--- config.mk ---
export PLATFORM = sky130hd
export DESIGN_NAME = ccsf_front
export DESIGN_NICKNAME = d
export VERILOG_FILES = /design/src/design/ccsf_pkg.sv /design/src/design/ccsf_front.sv
export SDC_FILE = /design/constraint.sdc
export NUM_CORES = 1
export LEC_CHECK = 0
export ABC_AREA = 1
export BUFFER_PORTS_ARGS = -buffer_cell sky130_fd_sc_hd__buf_2
export CORE_AREA = 2 2 185 187
export CTS_CLUSTER_DIAMETER = 100
export DETAILED_ROUTE_END_ITERATION = 8
export DIE_AREA = 0 0 187 189
export PLACE_DENSITY = 0.79
export SLEW_MARGIN = 10
export SYNTH_ARGS = -nofsm -noshare
export SYNTH_HDL_FRONTEND = slang
export SYNTH_SLANG_ARGS = --single-unit
export TNS_END_PERCENT = 20
--- constraint.sdc ---
create_clock -name clk -period 18.7 [get_ports clk]
set_input_delay 1.87 -clock clk [delete_from_list [all_inputs] [get_ports clk]]
set_output_delay 1.87 -clock clk [all_outputs]
set_load 0.005 [all_outputs]
--- src/design/ccsf_pkg.sv ---
// Shared types and constants for the chunk center-of-mass spring force block.
// No dependencies.
`timescale 1ns / 1ps

package ccsf_pkg;

	localparam logic OP_CHUNK = 1'b0;
	localparam logic OP_ATOM  = 1'b1;

	localparam logic [31:0] SPRING_K_RESET = 32'd65536;

	localparam int unsigned CIDX_W = 9;

	// One accepted request as it travels from the front to the back.
	typedef struct packed {
		logic              opcode;
		logic [CIDX_W-1:0] chunk_index;
		logic              in_range;
		logic              first_of_step;
		logic [31:0]       com_x;
		logic [31:0]       com_y;
		logic [31:0]       com_z;
		logic [31:0]       mass_value;
		logic [31:0]       atom_force_x;
		logic [31:0]       atom_force_y;
		logic [31:0]       atom_force_z;
	} req_t;

	function automatic logic [31:0] sat32(input logic signed [64:0] v);
		logic [31:0] r;
		if (v > 65'sd2147483647) begin
			r = 32'h7FFF_FFFF;
		end else if (v < -65'sd2147483648) begin
			r = 32'h8000_0000;
		end else begin
			r = v[31:0];
		end
		return r;
	endfunction

endpackage

--- src/design/ccsf_front.sv ---
// Front end: accepts requests, classifies chunk range, and queues them.
// Depends on ccsf_pkg.
`timescale 1ns / 1ps

module ccsf_front #(
	parameter int NUM_CHUNKS = 256
) (
	input  logic                clk,
	input  logic                arst_n,
	input  logic                in_valid,
	output logic                in_ready,
	input  ccsf_pkg::req_t      in_req,
	output logic                q_valid,
	input  logic                q_ready,
	output ccsf_pkg::req_t      q_req
);

	localparam int DEPTH = 2;

	ccsf_pkg::req_t fifo_q [DEPTH];
	logic           wptr_q, rptr_q;
	logic [1:0]     cnt_q;
	ccsf_pkg::req_t cls;

	always_comb begin
		cls = in_req;
		cls.in_range = (in_req.chunk_index != '0) &&
			(32'(in_req.chunk_index) <= 32'(NUM_CHUNKS));
	end

	assign in_ready = (cnt_q != 2'd2);
	assign q_valid  = (cnt_q != 2'd0);
	assign q_req    = fifo_q[rptr_q];

	always_ff @(posedge clk) begin
		if (in_valid && in_ready) begin
			fifo_q[wptr_q] <= cls;
		end
	end

	always_ff @(posedge clk or negedge arst_n) begin
		if (!arst_n) begin
			wptr_q <= 1'b0;
			rptr_q <= 1'b0;
			cnt_q  <= 2'd0;
		end else begin
			if (in_valid && in_ready) wptr_q <= ~wptr_q;
			if (q_valid && q_ready) rptr_q <= ~rptr_q;
			cnt_q <= cnt_q + 2'(in_valid && in_ready) - 2'(q_valid && q_ready);
		end
	end

	a_cnt_bound: assert property (@(posedge clk) disable iff (!arst_n) cnt_q <= 2'd2)
		else $error("queue count overflow");
	a_full_block: assert property (@(posedge clk) disable iff (!arst_n)
		cnt_q == 2'd2 |-> !in_ready) else $error("ready while full");
	a_empty: assert property (@(posedge clk) disable iff (!arst_n)
		cnt_q == 2'd0 |-> !q_valid) else $error("valid while empty");

endmodule

Yosys cells after proc, flatten, opt, wreduce, memory -nomap -nowiden. Memories as Yosys holds them, arrays and structs flattened. Index checks and enable logic that the tools add are counted.

Register bits: 4. Logic and storage cells: 17. Memories: 1. Output and inout bits: 238. Bits of input ports: 240. RAM bits: 472.

Reductions and logical operators: 5. Magnitude comparators: 1. Bitwise gates (word level): 2. Equality and inequality tests: 1. Add/sub/neg operators: 2. Mux-type cells: 2.

Memories: fifo_q (words 2, width 236, rd ports 1, clocked after Yosys merged registers in 0, wr ports 1, RTL line ccsf_front.sv:20) `ccsf_pkg::req_t fifo_q [DEPTH];`.

Operator list (count): $le A9 B9 Y1 const B (1); $reduce_bool A9 Y1 (1); $logic_and A1 B1 Y1 (3); $add A2 B1 Y2 (1); $mux W1 (2); $ne A2 B2 Y1 const B (1); $not A1 Y1 (2); $reduce_bool A2 Y1 (1); $sub A2 B1 Y2 (1).

Depth between registers and ports, before layout.
Word-level depth: 4. Depth in mapped cells: 11.

Least setup slack after synthesis. OpenSTA, ideal clock, no wires.

Path type: input to register. From: in in_valid. To: mem fifo_q[1][0] (netlist name), enable pin. Path slack: 6058 ps. Stages on the path: 2. Data required time: 17861 ps. Arrival: 11803 ps. Cell sequence: nand2_1 > nor2_1.

Longest elaborated chain between the ends: 3.

Ends and longest elaborated chain: from (decl) (RTL line ccsf_front.sv:10) `input logic in_valid,`; $logic_and A1 B1 Y1 (RTL line ccsf_front.sv:36) `if (in_valid && in_ready) begin`; $mux W1 (RTL line ccsf_front.sv:36); $mux W1 (not written as such) (RTL line ccsf_front.sv:37) `fifo_q[wptr_q] <= cls;`; to (decl) (RTL line ccsf_front.sv:20).

No other way between the ends.

==> flow_summary.json <==
{
  "status": "complete, no violations",
  "synth_xor_area_share_pct": 0.1010,
  "fp.dieH_um": 189,
  "track_usage_pct": 21.62,
  "post-cts-setup-buffer-count": 0,
  "layout_common_cells": "nand2_1, buf_2, edfxtp_1, clkbuf_16, clkinv_2",
  "grt_pass1_vias": 11125,
  "start_kind": "flip-flop",
  "slew_headroom_pct": 24.79,
  "dr.pass1.iters": 5,
  "ys_ff_latch": 476,
  "drc": 0,
  "worst_pin_slew_ns": 1.128,
  "synth-compound-area-share_pct": 0.05772,
  "worst_ep_required_time_ns": 16.83,
  "synth.top_cell.area_share_pct": 81.74,
  "finClkSkew_ns": 0.006833,
  "r2r_end": "fifo_q[1][8]$_DFFE_PP_",
  "setup_viol": 0,
  "antenna_found_initial": 16,
  "synth_top_family_by_area": "simple AND/OR/NAND/NOR gates",
  "port_buffers": 476,
  "grt_pass1_wl_um": 58930,
  "die-area_um2": 35340,
  "wl_per_cell_um": 17.30,
  "yosys_warnings": 0,
  "crit_path_max_incr_delay_ns": 0.92,
  "gp_congestion": 0.7996,
  "synthMuxAreaShare_pct": 0,
  "avgSynthCellArea_um2": 13.62,
  "synth.area.top_cells": "edfxtp_1, nand2_1, buf_2",
  "hold_depth": 1,
  "die_x_um": 187,
  "yosys.area_share.simple_pct": 15.83,
  "dr_total_vias": 11005,
  "finalCriticalPeriod_ns": 5.523,
  "drt_iter0_markers": 857,
  "cts.sink_count": 476,
  "core_area_um2": 33280,
  "internal_power_mw": 2.369,
  "dp_hpwl_um": 25000,
  "insertion_delay_ns": 0.54,
  "pwr-share-comb_pct": 28.2,
  "p_sw_share_pct": 31.73,
  "cts_resized": 0,
  "netlist_area_um2": 17340,
  "crit_slowest_cell": "buf_4",
  "clock.fmax_mhz": 181.0,
  "final_common_cell": "nand2_1",
  "root_buffer": "clkbuf_16",
  "drive_gt1_share_pct": 31.23,
  "regToRegSetupSlack_ns": 15.11,
  "synth-adder-area-share_pct": 0.07216,
  "seq_area_frac_synth_pct": 82.31,
  "crit_chain": "inv_6, buf_4, nand2_1, nand2_1, buf_2",
  "holdBufCountCts": 0,
  "power.density_nw_per_um2": 159.5,
  "finalSetupTns_ns": 0,
  "cpMostUsedCell": "nand2_1",
  "rsz0062_at_grt": "false",
  "cp.arrival_ns": 3.65,
  "finalMaxSlewViolations": 0,
  "hold-path-endpoint": "cnt_q[0]$_DFF_PN0_",
  "cap_violations": 0,
  "grt_max_degree": 175,
  "period_share_pct": 29.54,
  "layout.nets": 1994,
  "cts_tree": "done",
  "hp-start": "cnt_q[0]$_DFF_PN0_",
  "wl_um": 38920,
  "routed_via_density": 4.891,
  "yosys.area.top_type": "edfxtp_1",
  "htreeDepth": 2,
  "p_leak_nw": 9.354,
  "syn_to_final_growth_pct": 25.43,
  "rr_startpoint": "cnt_q[1]$_DFF_PN0_",
  "clk_path_buf_depth": 3,
  "grt_overflow": 0,
  "p_clk_share_pct": 27.5,
  "start_util_pct": 52.10,
  "hold_path_class": "reg -> reg",
  "crit_type": "reg -> out",
  "cts_buffers": 47,
  "clkTransAtPathRegs_ns": 0.06,
  "reg2reg_depth": 5,
  "vdd_drop_max_v": 0.0001152,
  "hold_violations": 0,
  "syn_nets": 1514,
  "seq_power_share_pct": 44.3,
  "fp-row-count": 67,
  "synth_cell_type_count": 14,
  "critPathMaxFanout": 145,
  "netlist_instances": 1273,
  "ant_nets": 0,
  "power_switching_mw": 1.101,
  "power.total_mw": 3.470,
  "crit_path_end_kind": "output pin",
  "pin_count": 478
}
==> per-stage QoR <==
stage                     instances  hold WS (ns)  worst slack (ns)  area (µm²)  util (%)
after floorplan                1273        0.4846             6.058       17340         -
after global placement         2152        0.5123             13.66       20140     60.51
after detailed placement       2152        0.5262             13.65       20140     60.51
after CTS                      2238        0.5825             13.11       21720     65.27
after global routing           2248        0.5842             12.87       21750     65.34
final                          2250        0.5744             13.18       21750     65.36
==> synth_stat cells, drive strengths merged <==
cell type	n
a21oi	1
buf	42
clkbuf	10
dfrtp	4
edfxtp	472
ha	1
inv	9
nand2	720
nand3	1
nor2	10
o21ai	1
xnor2	1
xor2	1
==> metal layers <==
metal | share of wire, % | track usage, % | routed length (µm)
met1 | 35 | 23.74 | 13680
met2 | 53 | 39.12 | 20740
met3 | 7.8 | 5.987 | 3019
met4 | 3.7 | 9.829 | 1430
met5 | 0.12 | 0 | 48
==> power groups by stage <==
stage / clock, mW / combinational (mW) / sequential (mW)
after floorplan: 0 / 0.532 / 1.62
final: 0.954 / 0.980 / 1.54
after CTS: 0.972 / 0.994 / 1.54
after global routing: 1.01 / 1.09 / 1.56
after global placement: 0 / 0.967 / 1.55
after detailed placement: 0 / 0.986 / 1.56
==> cell families (layout without fill, tap and decap cells) <==
| kind of cell | after synthesis | in the layout |
|---|---|---|
| buffers and inverters | 61 | 578 |
| XOR/XNOR | 2 | 2 |
| AND/OR/NAND/NOR | 731 | 731 |
| AO/OA/AOI/OAI | 2 | 2 |
| other | 0 | 12 |
| flip-flops | 476 | 476 |
| adder cells (fa/ha/maj) | 1 | 1 |
==> flip-flops by register name (all words and copies together), names as in the netlist <==
signal  flops
wptr_q      1
cnt_q       2
rptr_q      1
fifo_q    472
==> how the worst max path moves through the flow <==
stage                                  end                from  cells after the start  slack (ns)
floorplan           fifo_q[1][0]$_DFFE_PP_            in_valid                      2        6.06
global placement    fifo_q[1][4]$_DFFE_PP_            in_valid                      5       13.66
detailed placement  fifo_q[1][2]$_DFFE_PP_            in_valid                      5       13.65
CTS                             q_req[140]  rptr_q$_DFFE_PN0P_                      5       13.11
global route                    q_req[140]  rptr_q$_DFFE_PN0P_                      5       12.87
finish                          q_req[140]  rptr_q$_DFFE_PN0P_                      5       13.18
==> worst max-delay path, delay by kind of cell, from the launching register on <==
family        cells  cell delay [ns]
simple gates      2             0.29
buf+inv           3             1.92
flops             1             0.74
==> area by class of cell <==
type	instances	area (µm²)
sequential	476	14280
fill	2346	11530
multi-input combinational	736	2800
timing repair buffer	483	2460
clock buffer	55	1249
tap	448	560.5
clock inverter	31	335.3
inverter	9	38.79
antenna	12	30.03
Note: power is estimated with default switching activity, not from simulation.
